`src/hdl/bat_pkg.sv`:
```
`default_nettype none

package bat_pkg;

  // table size
  localparam int unsigned TABLE_DEPTH = 16;
  localparam int unsigned IDX_W = (TABLE_DEPTH > 1) ? $clog2(TABLE_DEPTH) : 1;
  localparam int unsigned CNT_W = $clog2(TABLE_DEPTH + 1);

  // field widths
  localparam int unsigned REQ_W    = 3;
  localparam int unsigned ADDR_W   = 32;
  localparam int unsigned HITS_W   = 32;
  localparam int unsigned STATUS_W = 2;
  localparam int unsigned USED_W   = 5;
  localparam int unsigned ENTRY_W  = ADDR_W + HITS_W;

  // request codes
  localparam logic [REQ_W-1:0] REQ_ADD   = REQ_W'(0);
  localparam logic [REQ_W-1:0] REQ_DEL   = REQ_W'(1);
  localparam logic [REQ_W-1:0] REQ_HIT   = REQ_W'(2);
  localparam logic [REQ_W-1:0] REQ_RST   = REQ_W'(3);
  localparam logic [REQ_W-1:0] REQ_QUERY = REQ_W'(4);
  localparam logic [REQ_W-1:0] REQ_CLEAR = REQ_W'(5);

  // status codes
  localparam logic [STATUS_W-1:0] STS_OK        = STATUS_W'(0);
  localparam logic [STATUS_W-1:0] STS_NOT_FOUND = STATUS_W'(1);
  localparam logic [STATUS_W-1:0] STS_EXISTS    = STATUS_W'(2);
  localparam logic [STATUS_W-1:0] STS_FULL      = STATUS_W'(3);

  typedef logic [IDX_W-1:0] idx_t;

  typedef struct packed {
    logic [ADDR_W-1:0] addr;
    logic [HITS_W-1:0] hits;
  } entry_t;

endpackage

`default_nettype wire

```
`src/hdl/bat_ram.sv`:
```
`default_nettype none

module bat_ram #(
  parameter int unsigned WIDTH = 8,
  parameter int unsigned DEPTH = 16
) (
  input  wire logic                                       clk_i,
  input  wire logic                                       we_i,
  input  wire logic [((DEPTH > 1) ? $clog2(DEPTH) : 1)-1:0] waddr_i,
  input  wire logic [WIDTH-1:0]                           wdata_i,
  input  wire logic [((DEPTH > 1) ? $clog2(DEPTH) : 1)-1:0] raddr_i,
  output logic      [WIDTH-1:0]                           rdata_o
);

  logic [WIDTH-1:0] mem_q [DEPTH];

  // one write port, one registered read port
  always_ff @(posedge clk_i) begin
    if (we_i) begin
      mem_q[waddr_i] <= wdata_i;
    end
    rdata_o <= mem_q[raddr_i];
  end

endmodule

`default_nettype wire

```
`src/hdl/breakpoint_address_table.sv`:
```
// Breakpoint address table: holds up to TABLE_DEPTH breakpoint addresses, each with a
// 32-bit hit counter that wraps. A beat is taken at a rising edge where start is high
// and busy is low; exactly one result beat follows, shown for one cycle with done_o high,
// and the receiver cannot stall it. Clear-all and the unused request codes finish at once:
// the result shows in the next cycle and busy stays low, so these can come every cycle.
// Add, delete, hit, counter reset and query scan the whole entry RAM through its single
// registered read port, one entry per cycle, then update the table in S_EXEC: the
// result is registered on leaving S_EXEC and busy is low again from that same edge, so
// the next beat can be taken at the edge that takes the result; no new request is taken
// while a scan runs. Valid bits live in flip-flops cleared by reset, so no clearing pass
// is needed after reset.
`default_nettype none

module breakpoint_address_table (
  input  wire logic                          clk_i,
  input  wire logic                          rst_ni,
  input  wire logic                          start,
  output logic                               busy,
  input  wire logic [bat_pkg::REQ_W-1:0]     req_type_i,
  input  wire logic [bat_pkg::ADDR_W-1:0]    bp_address_i,
  output logic                               done_o,
  output logic      [bat_pkg::STATUS_W-1:0]  status_o,
  output logic      [bat_pkg::HITS_W-1:0]    hit_count_o,
  output logic      [bat_pkg::USED_W-1:0]    used_entries_o
);

  typedef enum logic [1:0] {
    S_IDLE,
    S_SCAN,
    S_EXEC
  } state_e;

  // sequencer state
  state_e state_q, state_d;

  // latched request
  logic [bat_pkg::REQ_W-1:0]  req_q, req_d;
  logic [bat_pkg::ADDR_W-1:0] addr_q, addr_d;

  // read issue side of the scan
  bat_pkg::idx_t rd_idx_q, rd_idx_d;
  logic          issue_done_q, issue_done_d;

  // compare side of the scan, registered behind the read
  logic          cmp_vld_q, cmp_vld_d;
  bat_pkg::idx_t cmp_idx_q, cmp_idx_d;
  logic          cmp_last_q, cmp_last_d;

  // scan results
  logic                       found_q, found_d;
  bat_pkg::idx_t              found_idx_q, found_idx_d;
  logic [bat_pkg::HITS_W-1:0] hits_q, hits_d;
  logic                       free_found_q, free_found_d;
  bat_pkg::idx_t              free_idx_q, free_idx_d;

  // table occupancy
  logic [bat_pkg::TABLE_DEPTH-1:0] valid_q, valid_d;
  logic [bat_pkg::CNT_W-1:0]       total_q, total_d;

  // result registers
  logic                         done_q, done_d;
  logic [bat_pkg::STATUS_W-1:0] status_q, status_d;
  logic [bat_pkg::HITS_W-1:0]   hit_count_q, hit_count_d;
  logic [bat_pkg::USED_W-1:0]   used_q, used_d;

  // entry RAM ports
  logic                        ram_we;
  bat_pkg::idx_t               ram_waddr;
  bat_pkg::entry_t             ram_wentry;
  logic [bat_pkg::ENTRY_W-1:0] ram_rdata;
  bat_pkg::entry_t             rd_entry;

  // per-entry compare, the one shared unit of the scan
  logic cmp_hit;
  logic cmp_free;

  bat_ram #(
    .WIDTH (bat_pkg::ENTRY_W),
    .DEPTH (bat_pkg::TABLE_DEPTH)
  ) u_entry_ram (
    .clk_i   (clk_i),
    .we_i    (ram_we),
    .waddr_i (ram_waddr),
    .wdata_i (ram_wentry),
    .raddr_i (rd_idx_q),
    .rdata_o (ram_rdata)
  );

  assign rd_entry = bat_pkg::entry_t'(ram_rdata);

  // entry under compare matches the request, or is the lowest free slot candidate
  assign cmp_hit  = cmp_vld_q && valid_q[cmp_idx_q] && (rd_entry.addr == addr_q);
  assign cmp_free = cmp_vld_q && !valid_q[cmp_idx_q];

  assign busy           = (state_q != S_IDLE);
  assign done_o         = done_q;
  assign status_o       = status_q;
  assign hit_count_o    = hit_count_q;
  assign used_entries_o = used_q;

  always_comb begin
    state_d      = state_q;
    req_d        = req_q;
    addr_d       = addr_q;
    rd_idx_d     = rd_idx_q;
    issue_done_d = issue_done_q;
    cmp_vld_d    = 1'b0;
    cmp_idx_d    = cmp_idx_q;
    cmp_last_d   = cmp_last_q;
    found_d      = found_q;
    found_idx_d  = found_idx_q;
    hits_d       = hits_q;
    free_found_d = free_found_q;
    free_idx_d   = free_idx_q;
    valid_d      = valid_q;
    total_d      = total_q;
    done_d       = 1'b0;
    status_d     = status_q;
    hit_count_d  = hit_count_q;
    used_d       = used_q;
    ram_we       = 1'b0;
    ram_waddr    = free_idx_q;
    ram_wentry   = '{addr: addr_q, hits: '0};

    case (state_q)
      S_IDLE: begin
        if (start) begin
          req_d  = req_type_i;
          addr_d = bp_address_i;
          if (req_type_i == bat_pkg::REQ_CLEAR) begin
            // valid bits are flops, so clear-all finishes at once
            valid_d     = '0;
            total_d     = '0;
            done_d      = 1'b1;
            status_d    = bat_pkg::STS_OK;
            hit_count_d = '0;
            used_d      = '0;
          end else if (req_type_i > bat_pkg::REQ_CLEAR) begin
            // unused codes: no change, report current count
            done_d      = 1'b1;
            status_d    = bat_pkg::STS_OK;
            hit_count_d = '0;
            used_d      = bat_pkg::USED_W'(total_q);
          end else begin
            state_d      = S_SCAN;
            rd_idx_d     = '0;
            issue_done_d = 1'b0;
            found_d      = 1'b0;
            free_found_d = 1'b0;
          end
        end
      end

      S_SCAN: begin
        // read side: one address per cycle
        cmp_vld_d  = !issue_done_q;
        cmp_idx_d  = rd_idx_q;
        cmp_last_d = (rd_idx_q == bat_pkg::IDX_W'(bat_pkg::TABLE_DEPTH - 1));
        if (!issue_done_q) begin
          if (rd_idx_q == bat_pkg::IDX_W'(bat_pkg::TABLE_DEPTH - 1)) begin
            issue_done_d = 1'b1;
          end else begin
            rd_idx_d = bat_pkg::IDX_W'(rd_idx_q + 1'b1);
          end
        end
        // compare side: keep the lowest match and the lowest free slot
        if (cmp_hit && !found_q) begin
          found_d     = 1'b1;
          found_idx_d = cmp_idx_q;
          hits_d      = rd_entry.hits;
        end
        if (cmp_free && !free_found_q) begin
          free_found_d = 1'b1;
          free_idx_d   = cmp_idx_q;
        end
        if (cmp_vld_q && cmp_last_q) begin
          state_d = S_EXEC;
        end
      end

      S_EXEC: begin
        state_d     = S_IDLE;
        done_d      = 1'b1;
        status_d    = bat_pkg::STS_OK;
        hit_count_d = '0;
        case (req_q)
          bat_pkg::REQ_ADD: begin
            if (found_q) begin
              status_d    = bat_pkg::STS_EXISTS;
              hit_count_d = hits_q;
            end else if (!free_found_q) begin
              status_d = bat_pkg::STS_FULL;
            end else begin
              ram_we              = 1'b1;
              ram_waddr           = free_idx_q;
              ram_wentry          = '{addr: addr_q, hits: '0};
              valid_d[free_idx_q] = 1'b1;
              total_d             = bat_pkg::CNT_W'(total_q + 1'b1);
            end
          end
          bat_pkg::REQ_DEL: begin
            if (found_q) begin
              valid_d[found_idx_q] = 1'b0;
              total_d              = bat_pkg::CNT_W'(total_q - 1'b1);
            end else begin
              status_d = bat_pkg::STS_NOT_FOUND;
            end
          end
          bat_pkg::REQ_HIT: begin
            if (found_q) begin
              // counter wraps at the top
              ram_we      = 1'b1;
              ram_waddr   = found_idx_q;
              ram_wentry  = '{addr: addr_q, hits: bat_pkg::HITS_W'(hits_q + 1'b1)};
              hit_count_d = bat_pkg::HITS_W'(hits_q + 1'b1);
            end else begin
              status_d = bat_pkg::STS_NOT_FOUND;
            end
          end
          bat_pkg::REQ_RST: begin
            if (found_q) begin
              ram_we     = 1'b1;
              ram_waddr  = found_idx_q;
              ram_wentry = '{addr: addr_q, hits: '0};
            end else begin
              status_d = bat_pkg::STS_NOT_FOUND;
            end
          end
          bat_pkg::REQ_QUERY: begin
            if (found_q) begin
              hit_count_d = hits_q;
            end else begin
              status_d = bat_pkg::STS_NOT_FOUND;
            end
          end
          default: begin
          end
        endcase
        // count after the update, modulo the field width
        used_d = bat_pkg::USED_W'(total_d);
      end

      default: begin
        state_d = S_IDLE;
      end
    endcase
  end

  always_ff @(posedge clk_i or negedge rst_ni) begin
    if (!rst_ni) begin
      state_q      <= S_IDLE;
      req_q        <= '0;
      addr_q       <= '0;
      rd_idx_q     <= '0;
      issue_done_q <= 1'b0;
      cmp_vld_q    <= 1'b0;
      cmp_idx_q    <= '0;
      cmp_last_q   <= 1'b0;
      found_q      <= 1'b0;
      found_idx_q  <= '0;
      hits_q       <= '0;
      free_found_q <= 1'b0;
      free_idx_q   <= '0;
      valid_q      <= '0;
      total_q      <= '0;
      done_q       <= 1'b0;
      status_q     <= '0;
      hit_count_q  <= '0;
      used_q       <= '0;
    end else begin
      state_q      <= state_d;
      req_q        <= req_d;
      addr_q       <= addr_d;
      rd_idx_q     <= rd_idx_d;
      issue_done_q <= issue_done_d;
      cmp_vld_q    <= cmp_vld_d;
      cmp_idx_q    <= cmp_idx_d;
      cmp_last_q   <= cmp_last_d;
      found_q      <= found_d;
      found_idx_q  <= found_idx_d;
      hits_q       <= hits_d;
      free_found_q <= free_found_d;
      free_idx_q   <= free_idx_d;
      valid_q      <= valid_d;
      total_q      <= total_d;
      done_q       <= done_d;
      status_q     <= status_d;
      hit_count_q  <= hit_count_d;
      used_q       <= used_d;
    end
  end

`ifndef ASSERT_OFF
  // occupancy counter tracks the valid bits
  assert property (@(posedge clk_i) disable iff (!rst_ni)
    total_q == bat_pkg::CNT_W'($countones(valid_q)))
    else $error("entry count out of step with valid bits");

  // scanning requests hold the block busy
  assert property (@(posedge clk_i) disable iff (!rst_ni)
    (start && !busy && req_type_i < bat_pkg::REQ_CLEAR) |=> busy)
    else $error("scan request did not raise busy");

  // full only when every slot is in use
  assert property (@(posedge clk_i) disable iff (!rst_ni)
    (done_o && status_o == bat_pkg::STS_FULL) |->
      used_entries_o == bat_pkg::USED_W'(bat_pkg::TABLE_DEPTH))
    else $error("table full reported with free slots");

  // a missing address never reports a count
  assert property (@(posedge clk_i) disable iff (!rst_ni)
    (done_o && status_o == bat_pkg::STS_NOT_FOUND) |-> hit_count_o == '0)
    else $error("nonzero count on not found");
`endif

endmodule

`default_nettype wire
```
`config.mk`:
```
export PLATFORM = sky130hd
export DESIGN_NAME = breakpoint_address_table
export DESIGN_NICKNAME = d
export VERILOG_FILES = /design/src/hdl/bat_pkg.sv /design/src/hdl/bat_ram.sv /design/src/hdl/breakpoint_address_table.sv
export SDC_FILE = /design/constraint.sdc
export NUM_CORES = 1
export LEC_CHECK = 0
export BUFFER_PORTS_ARGS = -buffer_cell sky130_fd_sc_hd__buf_2
export CAP_MARGIN = 20
export CELL_PAD_IN_SITES_DETAIL_PLACEMENT = 1
export CELL_PAD_IN_SITES_GLOBAL_PLACEMENT = 1
export CORE_MARGIN = 4
export CORE_UTILIZATION = 25
export CTS_CLUSTER_DIAMETER = 120
export DETAILED_ROUTE_END_ITERATION = 8
export PLACE_DENSITY_LB_ADDON = 0.25
export SLEW_MARGIN = 10
export SYNTH_ARGS = -nofsm -noshare
export SYNTH_HDL_FRONTEND = slang
export SYNTH_SLANG_ARGS = --single-unit
```
`constraint.sdc`:
```
create_clock -name clk_i -period 5.9 [get_ports clk_i]
set_input_delay 0.885 -clock clk_i [delete_from_list [all_inputs] [get_ports clk_i]]
set_output_delay 0.885 -clock clk_i [all_outputs]
set_load 0.005 [all_outputs]
```
==> flow_metrics.py <==
metrics = {
    "run_status": {
        "outcome": "complete, no violations",
    },
    "cts": {
        "clk_pin_slew_worst_paths_ps": 60,
        "cts_num_sinks": 1239,
        "cts-hold-fix-buffers": 0,
        "clockBufferDepth": 3,
        "clk_latency_ps": 780,
        "cts_tree": "done",
        "cts_resized": 0,
        "cts_buffers": 141,
        "h-tree-depth": 4,
        "cts_setup_buffers": 0,
        "cts_root_buf": "clkbuf_16",
    },
    "job": {
        "cap_violations": 0,
    },
    "die": {
        "ios": 79,
        "die_w_um": 447,
        "start_util": 0.253,
        "core_um2": 191000,
        "die_h_um": 447,
        "rows": 160,
        "die-area_um2": 200000,
    },
    "layout": {
        "final_area_um2": 56800,
        "nFillCells": 19700,
        "fin_nets": 2903,
        "final_core_util": 0.298,
        "insertedDiodeCount": 0,
        "multi_input_area_um2": 11900,
        "drive_above_1_share": 0.224,
        "seqCellArea_um2": 35800,
        "area_delta_synth_final_pct": 17.8,
    },
    "sta": {
        "slew_headroom": 0.217,
        "worstMarginPinSlew_ps": 1170,
        "hold_viol": 0,
        "finalCriticalPeriod_ps": 3760,
        "rsz0062_at_grt": "no",
        "finalSetupTns_ps": 0,
        "fin_worst_skew_ps": 44.2,
        "slew_viol_final": 0,
        "fmax_mhz": 266,
        "period_share": 0.638,
        "setup_violations": 0,
    },
    "drt": {
        "ant_nets": 0,
        "first_pass_iters": 5,
        "drc_errors": 0,
        "finalWirelength_mm": 136,
        "vias": 25500,
        "first_iter_violations": 1819,
        "routed_via_density": 4.65,
        "avgRoutedWirePerCell_um": 24.8,
    },
    "logic_synthesis": {
        "netlist_instances": 2718,
        "synth_top_cell_by_area": "edfxtp_1",
        "yosysTopAreaCellShare": 0.638,
        "synth_edf_count": 1024,
        "synth_seq_area_share": 0.743,
        "synth_fp_nets": 2760,
        "synth.distinct_cells": 65,
        "syn_avg_cell_area_um2": 17.7,
        "yosysWarnings": 0,
        "synth_common_cells": "1,024 x edfxtp_1, 197 x mux2i_1, 157 x o21ai_0, 151 x dfrtp_1, 128 x mux4_2",
        "synthesis.area_um2": 48200,
        "async_flop_share": 0.122,
        "synthTopCellsByArea": "edfxtp_1 64%, dfrtp_1 7.8%, mux4_2 6.0%",
        "synth_most_common_cell": "edfxtp_1",
        "ys.flop_type": "edfxtp_1",
        "synth-seq-cells": 1239,
    },
    "critical_path": {
        "cp.arrival_ps": 4140,
        "cp_common_cell": "a21oi_1",
        "start_kind": "register",
        "path_max_fanout": 27,
        "crit_buf_inv": 1,
        "worstSetupPathType": "reg2reg",
        "crit_chain": "nor4b_2, nand3b_1, a21oi_1, a21oi_1, nor2_4, buf_4",
        "crit_path_top_delay_cell": "nor2_4",
        "crit_family": "simple AND/OR/NAND/NOR gates",
        "max_stage_delay_ps": 710,
        "end_kind": "register",
        "cp.required_ps": 6280,
    },
    "global_route": {
        "grt_max_degree": 106,
        "grt_use_total": 0.136,
        "grt_first_pass_wirelength_mm": 200,
        "first_global_vias": 27600,
        "overflow": 0,
        "grt_antenna_before_repair": 10,
    },
    "power": {
        "power_density_nw_per_um2": 454,
        "p_leak_nw": 18.2,
        "ir_drop_mv": 0.339,
    },
    "hold_path": {
        "hold_class": "in2async",
    },
    "place": {
        "io_buffer_count": 78,
        "dpl.hpwl_mm": 74.2,
        "gp_congestion": 0.697,
        "placed_area_um2": 52000,
    },
}
## per-layer routing
metal	wire length, um	vias to the layer above	track usage	share of wire
met5	0	-	0	0
met4	2860	0	0.0369	0.021
met3	4640	161	0.0206	0.034
met2	66200	461	0.226	0.49
met1	62700	13700	0.186	0.46
li1	-	11200	-	-
## flip-flops by register name, indices dropped and copies added, names as in the netlist, 3 cells and up
name	cells
u_entry_ram.mem_q	1024
u_entry_ram.rdata_o	64
addr_q	32
hit_count_o	32
hits_q	32
valid_q	16
total_q	5
used_entries_o	5
cmp_idx_q	4
found_idx_q	4
free_idx_q	4
rd_idx_q	4
req_q	3
## final timing paths
check,startpoint,end,slack (ps),cells past startpoint
min reg2reg,u_entry_ram.rdata_o[18],hits_q[18],460,1
max in group asynchronous,rst_ni,rd_idx_q[3],4560,2
min,rst_ni,addr_q[19],150,1
max,state_q[1],u_entry_ram.mem_q[5][41],2140,6
max reg2reg,state_q[1],u_entry_ram.mem_q[5][41],2140,6
min in group clk_i,bp_address_i[21],addr_q[21],340,2
## report_power, final
part	switching [mW]	internal (mW)
clock network	3.71	5.18
logic	3.27	2.24
registers	0.976	10.4
## cell type report
| cell class | instances | area share |
|---|---|---|
| flip-flops and latches | 1239 | 0.630 |
| multi-input cells | 1312 | 0.210 |
| clock buffers | 197 | 0.0686 |
| well taps | 2511 | 0.0553 |
| clock inverters | 67 | 0.0153 |
| inverters | 16 | 0.00106 |
| repair buffers | 151 | 0.0194 |
## worst reg2reg max path, delay by kind of cell (launching register included)
kind | cells | cell delay [ps]
and+or+nand+nor | 3 | 1560
DFF | 1 | 600
buffers and inverters | 1 | 630
AOI/OAI and AO/OA | 2 | 540
## through the flow
stage | worst slack, ps | std cells | total power, mW | hold WS [ps]
after CTS | 2040 | 5486 | 26.2 | 152
after detailed placement | 2080 | 5222 | 17.3 | 450
after global placement | 2070 | 5217 | 17.2 | 444
after floorplan | 1200 | 2718 | 15.0 | 439
final | 2140 | 5493 | 25.8 | 148
after global routing | 1860 | 5493 | 27.2 | 177
## cell usage in the layout, fill, tap and decap left out, drive strengths merged, types with 100 or more instances in the layout
cell type / netlist / layout
mux4: 130 / 130
dfrtp: 151 / 151
buf: 33 / 150
edfxtp: 1024 / 1024
o21ai: 158 / 158
mux2: 146 / 146
nand2: 103 / 103
mux2i: 197 / 197
a21oi: 100 / 100
clkbuf: 118 / 198
## logic make-up after synthesis
logic type	after synthesis	share of synthesized area
and+or+nand+nor	319	0.0327
AOI/OAI and AO/OA	462	0.0621
buffers and inverters	167	0.0137
xor gates and xnor gates	54	0.00981
muxes	473	0.138
adders and majority gates	4	0.00104
DFF	1239	0.743
Note: power is estimated with default switching activity, not from simulation.
